==> src/sv/dwpi_pkg.sv <==
// Package for the dual-wheel PI speed controller.
// Holds field types, register codes, reset constants and the control struct.
// No dependencies.
package dwpi_pkg;

  localparam int unsigned BitCount  = 64;
  localparam int unsigned BitW      = $clog2(BitCount);
  localparam int unsigned DriveW    = 32;
  localparam int unsigned CountW    = 16;
  localparam int unsigned GainW     = 16;
  localparam int unsigned SetW      = 10;
  localparam int unsigned TickW     = 9;
  localparam int unsigned CfgIdxW   = 3;

  typedef logic signed [CountW-1:0] count_t;
  typedef logic signed [DriveW-1:0] drive_t;
  typedef logic        [GainW-1:0]  gain_t;
  typedef logic        [SetW-1:0]   setp_t;
  typedef logic        [TickW-1:0]  tick_t;

  localparam gain_t  KpReset        = 16'd6711;
  localparam gain_t  KiReset        = 16'd336;
  localparam tick_t  TickLimitReset = 9'd500;
  localparam drive_t LeftStartRst   = 32'sd5033165;
  localparam drive_t RightStartRst  = 32'sd5200937;
  localparam drive_t DriveMax       = 32'sh7FFF_FFFF;
  localparam drive_t DriveMin       = 32'sh8000_0000;

  typedef enum logic [CfgIdxW-1:0] {
    REG_KP_GAIN     = 3'd0,
    REG_KI_GAIN     = 3'd1,
    REG_TICK_LIMIT  = 3'd2,
    REG_LEFT_START  = 3'd3,
    REG_RIGHT_START = 3'd4
  } reg_idx_e;

  typedef enum logic [1:0] {
    ST_IDLE,
    ST_RUN,
    ST_WB
  } state_e;

  typedef struct packed {
    logic load;
    logic run;
    logic lo;
    logic at31;
    logic last;
    logic clr_start;
    logic clr_end;
  } wheel_ctrl_t;

endpackage

==> src/sv/dwpi_if.sv <==
// Valid/ready channel interfaces for requests and results.
// Depends on dwpi_pkg.
interface dwpi_in_if;
  logic            valid;
  logic            ready;
  dwpi_pkg::count_t left_count;
  dwpi_pkg::count_t right_count;
  dwpi_pkg::setp_t  setpoint;
  logic            clear_integral;

  modport source (output valid, left_count, right_count, setpoint, clear_integral,
                  input ready);
  modport sink   (input valid, left_count, right_count, setpoint, clear_integral,
                  output ready);
endinterface

interface dwpi_out_if;
  logic            valid;
  logic            ready;
  dwpi_pkg::drive_t left_drive;
  dwpi_pkg::drive_t right_drive;
  logic            saturated;

  modport source (output valid, left_drive, right_drive, saturated, input ready);
  modport sink   (input valid, left_drive, right_drive, saturated, output ready);
endinterface

==> src/sv/dwpi_ser_mul.sv <==
// Serial-parallel multiplier: parallel gain times an LSB-first serial operand.
// Emits the product LSB-first, one bit per enabled cycle. Depends on dwpi_pkg.
module dwpi_ser_mul (
  input  logic                  clk_i,
  input  logic                  rst_ni,
  input  logic                  clr_i,
  input  logic                  en_i,
  input  dwpi_pkg::gain_t       k_i,
  input  logic                  b_i,
  output logic                  p_o
);
  import dwpi_pkg::*;

  logic [GainW-1:0] acc_q, acc_d;
  logic [GainW:0]   sum;

  assign sum   = {1'b0, acc_q} + (b_i ? {1'b0, k_i} : '0);
  assign p_o   = sum[0];
  assign acc_d = sum[GainW:1];

  always_ff @(posedge clk_i or negedge rst_ni) begin
    if (!rst_ni) begin
      acc_q <= '0;
    end else if (clr_i) begin
      acc_q <= '0;
    end else if (en_i) begin
      acc_q <= acc_d;
    end
  end

endmodule

==> src/sv/dwpi_wheel.sv <==
// Bit-serial datapath of one wheel: running total, both errors, PI correction
// and saturating drive update. Depends on dwpi_pkg and dwpi_ser_mul.
module dwpi_wheel (
  input  logic                   clk_i,
  input  logic                   rst_ni,
  input  dwpi_pkg::wheel_ctrl_t  ctrl_i,
  input  dwpi_pkg::count_t       count_i,
  input  dwpi_pkg::drive_t       spd_i,
  input  dwpi_pkg::gain_t        kp_i,
  input  dwpi_pkg::gain_t        ki_i,
  input  logic                   sp_bit_i,
  input  logic                   p_bit_i,
  output dwpi_pkg::drive_t       nxt_o,
  output logic                   sat_o
);
  import dwpi_pkg::*;

  logic [CountW-1:0] cnt_q;
  logic [DriveW-1:0] tot_q, spd_sh_q, res_q;
  logic cy_t_q, cy_p_q, cy_i_q, cy_c_q, cy_n_q;
  logic tsign_q, b31_q, ovf_q;

  logic c, t, s, tn, ep, ei, m1, m2, co, nx, ovf_fin;

  assign c  = cnt_q[0];
  assign t  = tot_q[0];
  assign s  = spd_sh_q[0];
  assign tn = ctrl_i.lo ? (t ^ c ^ cy_t_q) : tsign_q;
  assign ep = sp_bit_i ^ ~c ^ cy_p_q;
  assign ei = p_bit_i ^ ~tn ^ cy_i_q;
  assign co = m1 ^ m2 ^ cy_c_q;
  assign nx = s ^ co ^ cy_n_q;

  dwpi_ser_mul u_mul_p (
    .clk_i, .rst_ni, .clr_i(ctrl_i.load), .en_i(ctrl_i.run),
    .k_i(kp_i), .b_i(ep), .p_o(m1)
  );

  dwpi_ser_mul u_mul_i (
    .clk_i, .rst_ni, .clr_i(ctrl_i.load), .en_i(ctrl_i.run),
    .k_i(ki_i), .b_i(ei), .p_o(m2)
  );

  assign ovf_fin = ovf_q | (nx != b31_q);
  assign nxt_o   = ovf_fin ? (nx ? DriveMin : DriveMax) : drive_t'(res_q);
  assign sat_o   = ovf_fin;

  always_ff @(posedge clk_i or negedge rst_ni) begin
    if (!rst_ni) begin
      tot_q  <= '0;
      cy_t_q <= 1'b0;
      cy_p_q <= 1'b1;
      cy_i_q <= 1'b1;
      cy_c_q <= 1'b0;
      cy_n_q <= 1'b0;
      ovf_q  <= 1'b0;
    end else if (ctrl_i.load) begin
      if (ctrl_i.clr_start) begin
        tot_q <= '0;
      end
      cy_t_q <= 1'b0;
      cy_p_q <= 1'b1;
      cy_i_q <= 1'b1;
      cy_c_q <= 1'b0;
      cy_n_q <= 1'b0;
      ovf_q  <= 1'b0;
    end else if (ctrl_i.run) begin
      if (ctrl_i.lo) begin
        tot_q  <= {tn, tot_q[DriveW-1:1]};
        cy_t_q <= (t & c) | (t & cy_t_q) | (c & cy_t_q);
      end else begin
        ovf_q <= ovf_q | (nx != b31_q);
      end
      if (ctrl_i.last && ctrl_i.clr_end) begin
        tot_q <= '0;
      end
      cy_p_q <= (sp_bit_i & ~c) | (sp_bit_i & cy_p_q) | (~c & cy_p_q);
      cy_i_q <= (p_bit_i & ~tn) | (p_bit_i & cy_i_q) | (~tn & cy_i_q);
      cy_c_q <= (m1 & m2) | (m1 & cy_c_q) | (m2 & cy_c_q);
      cy_n_q <= (s & co) | (s & cy_n_q) | (co & cy_n_q);
    end
  end

  always_ff @(posedge clk_i) begin
    if (ctrl_i.load) begin
      cnt_q    <= count_i;
      spd_sh_q <= spd_i;
    end else if (ctrl_i.run) begin
      cnt_q    <= {cnt_q[CountW-1], cnt_q[CountW-1:1]};
      spd_sh_q <= {spd_sh_q[DriveW-1], spd_sh_q[DriveW-1:1]};
      if (ctrl_i.lo) begin
        res_q <= {nx, res_q[DriveW-1:1]};
      end
      if (ctrl_i.at31) begin
        tsign_q <= tn;
        b31_q   <= nx;
      end
    end
  end

endmodule

==> src/sv/dual_wheel_pi_speed_control_top.sv <==
// Dual-wheel incremental PI speed controller, top level. Depends on dwpi_pkg,
// dwpi_if, dwpi_ser_mul and dwpi_wheel. An accepted request runs a bit-serial
// pass through the tick product and per-wheel PI datapaths, then a writeback,
// which waits while the previous result is unread. A new request is taken only
// in the idle state, after the pass and writeback of the previous one.
// Reset: gains, tick limit and drives take defaults, counter and totals clear.
module dual_wheel_pi_speed_control_top (
  input  logic                     clk_i,
  input  logic                     rst_ni,
  dwpi_in_if.sink                  in_i,
  dwpi_out_if.source               out_o,
  input  logic                     cfg_we_i,
  input  logic [dwpi_pkg::CfgIdxW-1:0] cfg_idx_i,
  input  logic [dwpi_pkg::DriveW-1:0]  cfg_data_i
);
  import dwpi_pkg::*;

  localparam logic [BitW-1:0] BitLast = BitW'(BitCount - 1);
  localparam logic [BitW-1:0] Bit31   = BitW'(31);

  state_e state_q, state_d;
  logic [BitW-1:0] bit_q;
  gain_t  kp_q, ki_q;
  tick_t  limit_q, tc_q;
  logic [TickW:0] ticks_q;
  logic [SetW-1:0] sp_sh_q;
  drive_t left_spd_q, right_spd_q;
  logic   sat_q;
  drive_t out_left_q, out_right_q;
  logic   out_sat_q, out_valid_q;

  logic accept, last, p_bit, l_sat, r_sat, wb_go;
  drive_t l_nxt, r_nxt;
  wheel_ctrl_t ctrl;

  assign accept = in_i.valid && in_i.ready;
  assign last   = (state_q == ST_RUN) && (bit_q == BitLast);
  assign wb_go  = (state_q == ST_WB) && (!out_valid_q || out_o.ready);

  assign in_i.ready = (state_q == ST_IDLE);

  always_comb begin
    ctrl.load      = accept;
    ctrl.run       = (state_q == ST_RUN);
    ctrl.lo        = !bit_q[BitW-1];
    ctrl.at31      = (bit_q == Bit31);
    ctrl.last      = last;
    ctrl.clr_start = in_i.clear_integral;
    ctrl.clr_end   = ticks_q > {1'b0, limit_q};
  end

  always_comb begin
    state_d = state_q;
    case (state_q)
      ST_IDLE: if (accept) state_d = ST_RUN;
      ST_RUN:  if (last) state_d = ST_WB;
      ST_WB:   if (wb_go) state_d = ST_IDLE;
      default: state_d = ST_IDLE;
    endcase
  end

  always_ff @(posedge clk_i or negedge rst_ni) begin
    if (!rst_ni) begin
      state_q <= ST_IDLE;
    end else begin
      state_q <= state_d;
    end
  end

  dwpi_ser_mul u_mul_tick (
    .clk_i, .rst_ni, .clr_i(accept), .en_i(ctrl.run),
    .k_i(GainW'(ticks_q)), .b_i(sp_sh_q[0]), .p_o(p_bit)
  );

  dwpi_wheel u_left (
    .clk_i, .rst_ni, .ctrl_i(ctrl), .count_i(in_i.left_count), .spd_i(left_spd_q),
    .kp_i(kp_q), .ki_i(ki_q), .sp_bit_i(sp_sh_q[0]), .p_bit_i(p_bit),
    .nxt_o(l_nxt), .sat_o(l_sat)
  );

  dwpi_wheel u_right (
    .clk_i, .rst_ni, .ctrl_i(ctrl), .count_i(in_i.right_count), .spd_i(right_spd_q),
    .kp_i(kp_q), .ki_i(ki_q), .sp_bit_i(sp_sh_q[0]), .p_bit_i(p_bit),
    .nxt_o(r_nxt), .sat_o(r_sat)
  );

  always_ff @(posedge clk_i or negedge rst_ni) begin
    if (!rst_ni) begin
      kp_q        <= KpReset;
      ki_q        <= KiReset;
      limit_q     <= TickLimitReset;
      left_spd_q  <= LeftStartRst;
      right_spd_q <= RightStartRst;
      tc_q        <= '0;
      bit_q       <= '0;
      sat_q       <= 1'b0;
      out_valid_q <= 1'b0;
    end else begin
      if (cfg_we_i) begin
        case (cfg_idx_i)
          REG_KP_GAIN:     kp_q        <= cfg_data_i[GainW-1:0];
          REG_KI_GAIN:     ki_q        <= cfg_data_i[GainW-1:0];
          REG_TICK_LIMIT:  limit_q     <= cfg_data_i[TickW-1:0];
          REG_LEFT_START:  left_spd_q  <= drive_t'(cfg_data_i);
          REG_RIGHT_START: right_spd_q <= drive_t'(cfg_data_i);
          default: ;
        endcase
      end
      if (accept) begin
        bit_q <= '0;
      end else if (ctrl.run) begin
        bit_q <= bit_q + 1'b1;
      end
      if (last) begin
        left_spd_q  <= l_nxt;
        right_spd_q <= r_nxt;
        sat_q       <= l_sat | r_sat;
        tc_q        <= ctrl.clr_end ? '0 : ticks_q[TickW-1:0];
      end
      if (wb_go) begin
        out_valid_q <= 1'b1;
      end else if (out_o.ready) begin
        out_valid_q <= 1'b0;
      end
    end
  end

  always_ff @(posedge clk_i) begin
    if (accept) begin
      ticks_q <= (in_i.clear_integral ? '0 : {1'b0, tc_q}) + 1'b1;
      sp_sh_q <= in_i.setpoint;
    end else if (ctrl.run) begin
      sp_sh_q <= {1'b0, sp_sh_q[SetW-1:1]};
    end
    if (wb_go) begin
      out_left_q  <= left_spd_q;
      out_right_q <= right_spd_q;
      out_sat_q   <= sat_q;
    end
  end

  assign out_o.valid       = out_valid_q;
  assign out_o.left_drive  = out_left_q;
  assign out_o.right_drive = out_right_q;
  assign out_o.saturated   = out_sat_q;

  a_busy_not_ready: assert property (@(posedge clk_i) disable iff (!rst_ni)
    (state_q != ST_IDLE) |-> !in_i.ready) else $error("ready while busy");

  a_accept_starts: assert property (@(posedge clk_i) disable iff (!rst_ni)
    accept |=> (state_q == ST_RUN) && (bit_q == '0)) else $error("bad pass start");

  a_last_to_wb: assert property (@(posedge clk_i) disable iff (!rst_ni)
    last |=> (state_q == ST_WB)) else $error("pass did not end in writeback");

  a_valid_from_wb: assert property (@(posedge clk_i) disable iff (!rst_ni)
    $rose(out_valid_q) |-> ($past(state_q) == ST_WB)) else $error("stray result");

endmodule

==> src/flat_wrapper.sv <==
// flat-port wrapper written by rule: the top's interface ports become plain ports
module dual_wheel_pi_speed_control_top_flat import dwpi_pkg::*;
  (clk_i, rst_ni, cfg_we_i, cfg_idx_i, cfg_data_i, in_i_valid, in_i_left_count, in_i_right_count, in_i_setpoint, in_i_clear_integral, in_i_ready, out_o_valid, out_o_left_drive, out_o_right_drive, out_o_saturated, out_o_ready);
  dwpi_in_if in_i_i ();
  dwpi_out_if out_o_i ();
  input  logic clk_i;
  input  logic rst_ni;
  input  logic cfg_we_i;
  input  logic [dwpi_pkg::CfgIdxW-1:0] cfg_idx_i;
  input  logic [dwpi_pkg::DriveW-1:0] cfg_data_i;
  input wire logic [$bits(in_i_i.valid)-1:0] in_i_valid;
  input wire logic [$bits(in_i_i.left_count)-1:0] in_i_left_count;
  input wire logic [$bits(in_i_i.right_count)-1:0] in_i_right_count;
  input wire logic [$bits(in_i_i.setpoint)-1:0] in_i_setpoint;
  input wire logic [$bits(in_i_i.clear_integral)-1:0] in_i_clear_integral;
  output wire logic [$bits(in_i_i.ready)-1:0] in_i_ready;
  output wire logic [$bits(out_o_i.valid)-1:0] out_o_valid;
  output wire logic [$bits(out_o_i.left_drive)-1:0] out_o_left_drive;
  output wire logic [$bits(out_o_i.right_drive)-1:0] out_o_right_drive;
  output wire logic [$bits(out_o_i.saturated)-1:0] out_o_saturated;
  input wire logic [$bits(out_o_i.ready)-1:0] out_o_ready;
  assign in_i_i.valid = in_i_valid;
  assign in_i_i.left_count = in_i_left_count;
  assign in_i_i.right_count = in_i_right_count;
  assign in_i_i.setpoint = in_i_setpoint;
  assign in_i_i.clear_integral = in_i_clear_integral;
  assign in_i_ready = in_i_i.ready;
  assign out_o_valid = out_o_i.valid;
  assign out_o_left_drive = out_o_i.left_drive;
  assign out_o_right_drive = out_o_i.right_drive;
  assign out_o_saturated = out_o_i.saturated;
  assign out_o_i.ready = out_o_ready;
  dual_wheel_pi_speed_control_top u_core (.clk_i(clk_i), .rst_ni(rst_ni), .in_i(in_i_i), .out_o(out_o_i), .cfg_we_i(cfg_we_i), .cfg_idx_i(cfg_idx_i), .cfg_data_i(cfg_data_i));
endmodule
==> config.mk <==
export PLATFORM = sky130hd
export DESIGN_NAME = dual_wheel_pi_speed_control_top_flat
export DESIGN_NICKNAME = d
export VERILOG_FILES = /design/src/sv/dwpi_pkg.sv /design/src/sv/dwpi_if.sv /design/src/sv/dwpi_ser_mul.sv /design/src/sv/dwpi_wheel.sv /design/src/sv/dual_wheel_pi_speed_control_top.sv /design/src/flat_wrapper.sv
export SDC_FILE = /design/constraint.sdc
export NUM_CORES = 1
export LEC_CHECK = 0
export BUFFER_PORTS_ARGS = -buffer_cell sky130_fd_sc_hd__clkbuf_2
export CAP_MARGIN = 20
export CORE_ASPECT_RATIO = 1.75
export CORE_MARGIN = 5
export CORE_UTILIZATION = 50
export DETAILED_ROUTE_END_ITERATION = 7
export GPL_TIMING_DRIVEN = 1
export PLACE_DENSITY = 0.7
export SYNTH_ARGS = -nofsm -noshare
export SYNTH_HDL_FRONTEND = slang
export SYNTH_SLANG_ARGS = --single-unit
==> constraint.sdc <==
create_clock -name clk_i -period 4.5 [get_ports clk_i]
set_input_delay 0.45 -clock clk_i [delete_from_list [all_inputs] [get_ports clk_i]]
set_output_delay 0.45 -clock clk_i [all_outputs]
set_load 0.005 [all_outputs]
==> impl_metrics.py, run 1 <==
metrics = {
    "sta": {
        "finalSetupViolCount": 0,
        "setup_tns_ns": 0,
        "max-slew-margin-rel": 0.223,
        "worst_pin_slew_ns": 1.17,
        "final.period_utilization": 0.969,
        "maxSlewViolCount": 0,
        "min_period_ns": 4.36,
        "fmax_mhz": 229,
        "hold_viol": 0,
        "skew_ns": 0.0223,
    },
    "grt": {
        "antenna_found_initial": 2,
        "grt_max_degree": 160,
        "grt_pass1_wl_um": 93500,
        "grt_pass1_vias": 17900,
        "grtUsageTotal": 0.216,
        "grt-ovfl-total": 0,
    },
    "drt": {
        "wl_per_cell_um": 19.4,
        "drcViolationCount": 0,
        "via_per_inst": 5.69,
        "drt_iter0_drc": 1272,
        "drt-total-wl_um": 58800,
        "drtAntennaViolNets": 0,
        "vias": 17200,
        "drt_pass1_iterations": 5,
    },
    "synth": {
        "syn_area_sq_um": 24500,
        "ys_seq_elements": 529,
        "syn_nets": 2403,
        "synth.distinct_cells": 67,
        "synthCells": 2220,
        "avgSynthCellArea_sq_um": 11.0,
        "ys.warnings.count": 0,
        "synth_flop_cell": "edfxtp_1",
        "postSynth.asyncResetShare": 0.529,
        "ys_seq_area_frac": 0.594,
        "synth_edf_count": 249,
    },
    "final_layout": {
        "drive_gt1_frac": 0.159,
        "nets": 2517,
        "stdcell_count": 3026,
        "fill_cells": 4026,
        "syn2layout_area_growth_pct": 12.7,
    },
    "floorplanning": {
        "initial_core_util": 0.504,
        "dieArea_sq_um": 53700,
        "die_h_um": 303,
        "core_area_sq_um": 48600,
        "num_rows": 107,
        "die_x_um": 177,
        "io_pins": 150,
    },
    "critical_path": {
        "path_delay_family": "adder cells",
        "crit_slowest_cell": "fa_2",
        "endpoint_kind": "flip-flop",
        "critical_path_peak_fanout": 17,
        "critical_path_arrival_ns": 4.76,
        "rr_startpoint": "u_core.u_left.cnt_q[0]",
        "cp_cell_sequence": "fa_1, mux2_2, inv_1, fa_1, and2_4, ha_1, inv_1, fa_1, fa_2, xnor2_2, nor2_4, buf_4, clkbuf_16, a211oi_1, a31oi_1",
        "crit_type": "reg -> reg",
        "crit_top_cell": "fa_1",
        "startpoint": "u_core.u_left.cnt_q[0]",
        "start_kind": "flip-flop",
        "slowest_delay_ns": 0.61,
        "crit_required_ns": 4.90,
        "worst-path-buf-inv": 4,
    },
    "clock_network": {
        "cts_sinks": 529,
        "cts_tree": "yes",
        "clk_pin_slew_worst_paths_ns": 0.07,
        "cts_made_buffers": 47,
        "clockBufferDepth": 3,
        "root_buffer": "clkbuf_16",
        "clkLatencyLatePin_ns": 0.57,
        "htreeDepth": 2,
    },
    "place": {
        "portBuffers": 149,
        "dp_hpwl_um": 38400,
        "dp.cells": 2933,
        "place_congestion": 0.881,
    },
    "min_path": {
        "hp-start": "cfg_data_i[22]",
        "hold_path_class": "in -> reg",
    },
    "flow_run": {
        "cap_violations": 0,
    },
    "outcome": {
        "outcome": "finished clean",
    },
}
[final timing paths]
path	slack, ns	depth (start not counted)	to
min	0.11	3	u_core.left_spd_q[22]
max reg2reg	0.14	15	u_core.left_spd_q[29]
max	0.14	15	u_core.left_spd_q[29]
min reg2reg	0.46	0	u_core.u_left.res_q[24]
min in group asynchronous	0.51	2	u_core.u_right.tot_q[7]
max in group asynchronous	2.85	3	u_core.u_mul_tick.acc_q[14]
[worst reg2reg max path: stages, from the launching register on]
cell and delay (ns):
edfxtp_1 0.42, fa_1 0.54, mux2_2 0.17, inv_1 0.06
fa_1 0.52, and2_4 0.17, ha_1 0.28, inv_1 0.05
fa_1 0.47, fa_2 0.61, xnor2_2 0.15, nor2_4 0.08
buf_4 0.15, clkbuf_16 0.19, a211oi_1 0.25, a31oi_1 0.07
[cells in the mapped netlist, types with 23 or more instances]
| cell type | count | share of area |
|---|---|---|
| edfxtp_1 | 249 | 0.31 |
| a21oi_1 | 58 | 0.012 |
| a211oi_1 | 77 | 0.024 |
| dfstp_2 | 45 | 0.048 |
| o21ai_0 | 101 | 0.021 |
| inv_1 | 57 | 0.0087 |
| mux2_2 | 35 | 0.016 |
| nor2_1 | 52 | 0.0080 |
| ha_1 | 85 | 0.043 |
| xor2_1 | 33 | 0.012 |
| dfrtp_1 | 235 | 0.24 |
| a31oi_1 | 79 | 0.020 |
| clkbuf_1 | 94 | 0.014 |
| nand3_1 | 74 | 0.015 |
| a22o_1 | 70 | 0.025 |
| nand2_1 | 530 | 0.081 |
| xnor2_1 | 29 | 0.010 |
| nand2b_1 | 23 | 0.0059 |
| and2_1 | 71 | 0.018 |
[registers in the layout (all words and copies together) (netlist names), 32 cells and up]
register and flops:
u_core.left_spd_q 32, u_core.out_o.left_drive 32, u_core.out_o.right_drive 32, u_core.right_spd_q 32, u_core.u_left.res_q 32, u_core.u_left.spd_sh_q 32
u_core.u_left.tot_q 32, u_core.u_right.res_q 32, u_core.u_right.spd_sh_q 32, u_core.u_right.tot_q 32
[final cells by class]
class	instances	area, sq um	share of cell area
clock inverter	17	139	0.00503
inverter	59	226	0.00821
multi-input combinational	1514	9370	0.340
timing repair buffer	183	1130	0.0410
sequential	529	14500	0.527
clock buffer	69	1360	0.0493
antenna	1	2.50	0.0000907
tap	654	818	0.0297
[cells in the final DEF, fill, tap and decap left out, types with 19 or more instances in the layout]
master     instances
a211oi_1          62
a21o_1            19
a21oi_1           58
a22o_1            70
a31oi_1           79
and2_1            70
buf_4             24
clkbuf_16         49
clkbuf_2         148
dfrtp_1          235
dfstp_2           45
edfxtp_1         249
ha_1              85
inv_1             56
mux2_2            35
nand2_1          529
nand2b_1          22
nand3_1           74
nor2_1            46
o21ai_0          101
o21ai_1           20
xnor2_1           28
xor2_1            33
[metal layers]
layer / vias up / track usage / wire [um]
met3: 114 / 0.0233 / 2490
met4: 0 / 0.0759 / 1930
met1: 8549 / 0.250 / 22700
met2: 441 / 0.410 / 31700
li1: 8116 / - / -
met5: - / 0 / 0
[repair_timing]
item	in CTS	in global routing
gates resized for setup	0	19
setup endpoints to repair	0	29
hold buffers	1	0
endpoints found under the hold margin	85	0
setup buffers	0	4
[per-stage QoR]
step / cell area, sq um / setup WS, ns / hold WS, ns / util
after CTS: 27400 / 0.0976 / 0.0842 / 0.565
final: 27600 / 0.139 / 0.110 / 0.568
after detailed placement: 25900 / 0.167 / 0.437 / 0.534
after global placement: 25900 / 0.263 / 0.433 / 0.534
after global routing: 27600 / -0.0333 / 0.110 / 0.568
after floorplan: 24500 / 0.0429 / 0.154 / -
[cells by family after synthesis]
logic type                 count (synthesis)  share of synthesized area
DFF                                      529                      0.594
muxes                                     38                     0.0174
AOI/OAI and AO/OA                        483                      0.132
and+or+nand+nor                          831                      0.150
xor gates and xnor gates                  62                     0.0222
buffers and inverters                    177                     0.0291
adders and majority gates                100                     0.0557
Power of run 1 is left out: the tool's default activity adds up to more than one toggle a clock period on the data nets, which glitch-free logic cannot reach.
==> run 2: changes to the inputs <==
Settings changed: PLACE_DENSITY 0.7 to 0.68.
Clock period 4.5 ns to 4.1 ns, I/O delays scaled along.
==> run 2 against run 1 <==
Net effect:
- count of clock-buffer cells in the layout unchanged
- non-clock buffer count grew 27
- sequential cell count did not move
- fmax increased by 3.8%
- the flow now finishes with violations (setup timing)
- first-iteration DRC count increased by 6.2%
==> impl_metrics.py, run 2 (synthesized netlist as in run 1, its figures left out) <==
metrics = {
    "sta": {
        "worst_hold_slack_ns": 0.0777,
        "maxSlewViolCount": 0,
        "fmax_mhz": 238,
        "final.period_utilization": 1.03,
        "skew_ns": 0.0186,
        "hold_viol": 0,
        "max-slew-margin-rel": 0.311,
        "rsz0062_at_grt": "true",
        "setup_tns_ns": -1.32,
        "min_period_ns": 4.20,
        "worst_pin_slew_ns": 1.03,
        "fin_ws_ns": -0.103,
        "finalSetupViolCount": 28,
    },
    "clock_network": {
        "cts_tree": "yes",
        "cts_sinks": 529,
        "clockBufferDepth": 3,
        "clkLatencyLatePin_ns": 0.57,
        "clk_pin_slew_worst_paths_ns": 0.07,
        "cts_made_buffers": 45,
        "htreeDepth": 2,
        "root_buffer": "clkbuf_16",
    },
    "final_layout": {
        "final_cell_mix": "529 x nand2_1, 249 x edfxtp_1, 235 x dfrtp_1",
        "finalCoreUtilization": 0.578,
        "drive_gt1_frac": 0.187,
        "multi_input_area_sq_um": 9630,
        "fill_cells": 3989,
        "syn2layout_area_growth_pct": 14.7,
        "antenna_cells": 0,
        "seqCellArea_sq_um": 14500,
        "nets": 2542,
        "layout_commonest_cell": "nand2_1",
    },
    "place": {
        "place_congestion": 0.836,
        "portBuffers": 149,
        "dp_hpwl_um": 39100,
    },
    "drt": {
        "vias": 17500,
        "drt_pass1_iterations": 7,
        "drcViolationCount": 0,
        "drt_iter0_drc": 1351,
        "wl_per_cell_um": 19.5,
        "drtAntennaViolNets": 0,
        "drt-total-wl_um": 59600,
        "via_per_inst": 5.72,
    },
    "grt": {
        "grtUsageTotal": 0.220,
        "grt_pass1_vias": 18200,
        "antenna_found_initial": 0,
        "grt_pass1_wl_um": 95600,
        "grt-ovfl-total": 0,
        "grt_max_degree": 160,
    },
    "floorplanning": {
        "core_area_sq_um": 48600,
        "die_h_um": 303,
        "io_pins": 150,
        "die_x_um": 177,
        "num_rows": 107,
        "initial_core_util": 0.504,
        "dieArea_sq_um": 53700,
    },
    "critical_path": {
        "critical_path_arrival_ns": 4.58,
        "critical_path_peak_fanout": 21,
        "crit_required_ns": 4.48,
        "start_kind": "flip-flop",
        "crit_type": "reg -> reg",
        "endpoint_kind": "flip-flop",
    },
    "outcome": {
        "outcome": "finished with violations",
        "violations": "setup timing",
    },
    "min_path": {
        "hold_path_class": "in -> reg",
    },
    "flow_run": {
        "cap_violations": 0,
    },
}
[run 2: worst paths after layout]
| kind | startpoint | endpoint | slack [ns] | cells after the start |
|---|---|---|---|---|
| min | cfg_data_i[19] | u_core.left_spd_q[19] | 0.08 | 3 |
| max reg2reg | u_core.u_left.cy_t_q | u_core.left_spd_q[13] | -0.10 | 15 |
| min reg2reg | u_core.u_left.res_q[2] | u_core.u_left.res_q[1] | 0.46 | 0 |
| min in group asynchronous | rst_ni | u_core.u_left.u_mul_i.acc_q[12] | 0.50 | 2 |
| max in group asynchronous | rst_ni | u_core.ki_q[4] | 2.59 | 3 |
| max | u_core.u_left.cy_t_q | u_core.left_spd_q[13] | -0.10 | 15 |
[run 2: metal layers]
layer / vias up / part of all wire / routed length [um] / global-route usage
li1: 8156 / - / - / -
met1: 8735 / 0.39 / 23500 / 0.268
met2: 444 / 0.53 / 31800 / 0.407
met3: 117 / 0.042 / 2500 / 0.0249
met4: 0 / 0.030 / 1800 / 0.0723
met5: - / 0 / 0 / 0
[run 2: area by class of cell]
cell class / instances / share of cell area
clock buffer: 69 / 0.0495
clock inverter: 14 / 0.00352
inverter: 59 / 0.00815
multi-input combinational: 1514 / 0.343
sequential: 529 / 0.518
tap: 654 / 0.0291
timing repair buffer: 210 / 0.0491
[run 2: critical path, stage by stage (launching register included)]
cell and delay (ns):
dfrtp_1 0.40, fa_1 0.49, mux2_4 0.31, inv_4 0.06, fa_1 0.40, and2_1 0.16, ha_1 0.29, inv_2 0.04
fa_1 0.49, fa_2 0.48, xnor2_2 0.17, nor2_4 0.21, nor2_4 0.08, buf_12 0.16, a211oi_2 0.20, a31oi_1 0.08
[run 2: metrics by stage]
step           area (sq um)  setup slack, ns  std cells
4_1_cts               27900           -0.111       3044
5_1_grt               28100           -0.204       3049
6_report              28100           -0.103       3049
3_5_place_dp          26400           -0.200       2957
2_1_floorplan         24800           -0.168       2220
3_3_place_gp          26400          -0.0971       2957
[run 2: what timing repair did]
action                     in CTS  in global routing
cloned                          0                  2
setup endpoints to repair      61                 74
hold endpoints to repair       74                  0
pin swaps                      18                 24
hold buffers                    1                  0
buffers inserted                3                  6
resized for setup               8                 22
Power of run 2 is left out for the same reason.
==> run 3: changes to the inputs <==
Settings changed: PLACE_DENSITY 0.68 to 0.73.
==> run 3 against run 2 <==
Net effect:
- the run still ends with setup timing left
- sequential share of layout area is 0.47 points lower
- non-clock buffer count is 7 higher
- first-iteration DRC count is 8.8% higher
==> impl_metrics.py, run 3 (synthesized netlist as in run 1, its figures left out) <==
metrics = {
    "critical_path": {
        "start_kind": "flip-flop",
        "r2r_end": "u_core.left_spd_q[31]",
        "startpoint": "u_core.u_left.cy_t_q",
        "crit_path_end": "u_core.left_spd_q[31]",
        "crit_required_ns": 4.50,
        "rr_startpoint": "u_core.u_left.cy_t_q",
        "critical_path_arrival_ns": 4.64,
        "r2r_setup_slack_ns": -0.15,
        "critical_path_peak_fanout": 7,
        "endpoint_kind": "flip-flop",
        "crit_type": "reg -> reg",
        "worstRegToRegCells": 15,
    },
    "final_layout": {
        "fill_cells": 3842,
        "antenna_cells": 0,
        "stdcell_count": 3057,
        "layout_commonest_cell": "nand2_1",
        "syn2layout_area_growth_pct": 15.8,
        "nets": 2549,
        "final_cell_mix": "529 x nand2_1, 249 x edfxtp_1, 235 x dfrtp_1",
        "drive_gt1_frac": 0.189,
    },
    "sta": {
        "worst_hold_slack_ns": 0.0852,
        "maxSlewViolCount": 0,
        "skew_ns": 0.0250,
        "min_period_ns": 4.25,
        "rsz0062_at_grt": "true",
        "worst_pin_slew_ns": 1.10,
        "fin_ws_ns": -0.145,
        "fmax_mhz": 236,
        "final.period_utilization": 1.04,
        "finalSetupViolCount": 53,
        "hold_viol": 0,
        "max-slew-margin-rel": 0.268,
    },
    "drt": {
        "drt_pass1_iterations": 7,
        "via_per_inst": 5.77,
        "drt_iter0_drc": 1470,
        "wl_per_cell_um": 19.9,
        "drt-total-wl_um": 60800,
        "drcViolationCount": 0,
        "drtAntennaViolNets": 0,
        "vias": 17600,
    },
    "clock_network": {
        "cts_sinks": 529,
        "clockBufferDepth": 3,
        "clk_pin_slew_worst_paths_ns": 0.07,
        "cts_tree": "yes",
        "htreeDepth": 2,
        "root_buffer": "clkbuf_16",
        "cts_made_buffers": 45,
        "clkLatencyLatePin_ns": 0.58,
    },
    "place": {
        "portBuffers": 149,
        "dp.cells": 2953,
        "place_congestion": 0.822,
        "dp_hpwl_um": 39900,
        "place_ws_ns": -0.201,
    },
    "floorplanning": {
        "io_pins": 150,
        "num_rows": 107,
        "die_h_um": 303,
        "dieArea_sq_um": 53700,
        "initial_core_util": 0.504,
        "die_x_um": 177,
        "core_area_sq_um": 48600,
    },
    "outcome": {
        "violations": "setup timing",
        "outcome": "finished with violations",
    },
    "grt": {
        "grt_pass1_wl_um": 95500,
        "grtUsageTotal": 0.221,
        "antenna_found_initial": 0,
        "grt-ovfl-total": 0,
        "grt_max_degree": 143,
        "grt_pass1_vias": 18300,
    },
    "min_path": {
        "hold_path_class": "in -> reg",
    },
    "flow_run": {
        "cap_violations": 0,
    },
}
run 3: cell types whose count changed in the layout (fill, tap and decap cells not counted), moves of 2 or more:
cell	previous run	this run
clkinv_2	8	3
a211oi_1	28	20
clkbuf_8	10	3
clkinvlp_4	0	2
buf_6	5	8
clkbuf_4	3	0
buf_12	9	13
bufinv_16	1	4
clkbuf_1	8	18
a211oi_2	49	54
a211oi_4	1	4
buf_4	43	36
buf_16	0	3
run 3: through the flow:
stage / util / instance area [sq um] / TNS [ns]
after detailed placement: 0.542 / 26300 / -6.65
after floorplan: - / 24800 / -5.09
after CTS: 0.578 / 28100 / -2.94
final: 0.583 / 28300 / -3.06
after global placement: 0.542 / 26300 / -2.28
after global routing: 0.583 / 28300 / -12.97
run 3: worst min-delay path by stage:
| stage | start | to | slack (ns) | depth (start not counted) |
|---|---|---|---|---|
| floorplan | rst_ni | u_core.bit_q[0] | 0.11 | 0 |
| global placement | u_core.u_right.res_q[3] | u_core.u_right.res_q[2] | 0.43 | 0 |
| detailed placement | u_core.u_right.res_q[17] | u_core.u_right.res_q[16] | 0.44 | 0 |
| CTS | cfg_data_i[22] | u_core.left_spd_q[22] | 0.06 | 3 |
| global route | in_i_left_count[7] | u_core.u_left.cnt_q[7] | 0.09 | 3 |
| finish | cfg_data_i[22] | u_core.left_spd_q[22] | 0.09 | 3 |
run 3: metal layers:
layer | up-vias | global-route usage | part of all wire
met3 | 166 | 0.0251 | 0.047
met4 | 0 | 0.105 | 0.050
met5 | - | 0 | 0
li1 | 8164 | - | -
met2 | 524 | 0.410 | 0.54
met1 | 8789 | 0.253 | 0.37
run 3: timing repair:
action	CTS	global route
endpoints found under the hold margin	61	0
pin swaps	31	20
gates resized for setup	25	30
setup endpoints to repair	64	73
gates cloned	3	4
hold buffers	1	0
setup buffers	10	2
run 3: critical path, stage by stage, from the launching register on:
cell,delay [ns]
dfrtp_1,0.41
fa_1,0.48
mux2_4,0.31
inv_4,0.06
fa_1,0.39
and2_4,0.16
ha_4,0.26
inv_2,0.03
fa_1,0.48
fa_2,0.58
xnor2_2,0.13
nor2_4,0.08
buf_4,0.18
buf_6,0.15
a211oi_1,0.29
a31oi_1,0.09
run 3: final cells by class:
type / count / area, sq um / area share
flip-flops and latches: 529 / 14500 / 0.513
multi-input cells: 1514 / 9680 / 0.342
repair buffers: 217 / 1590 / 0.0562
clock buffers: 67 / 1260 / 0.0445
well taps: 654 / 818 / 0.0289
inverters: 59 / 229 / 0.00808
clock inverters: 17 / 221 / 0.00781
Power of run 3 is left out for the same reason.
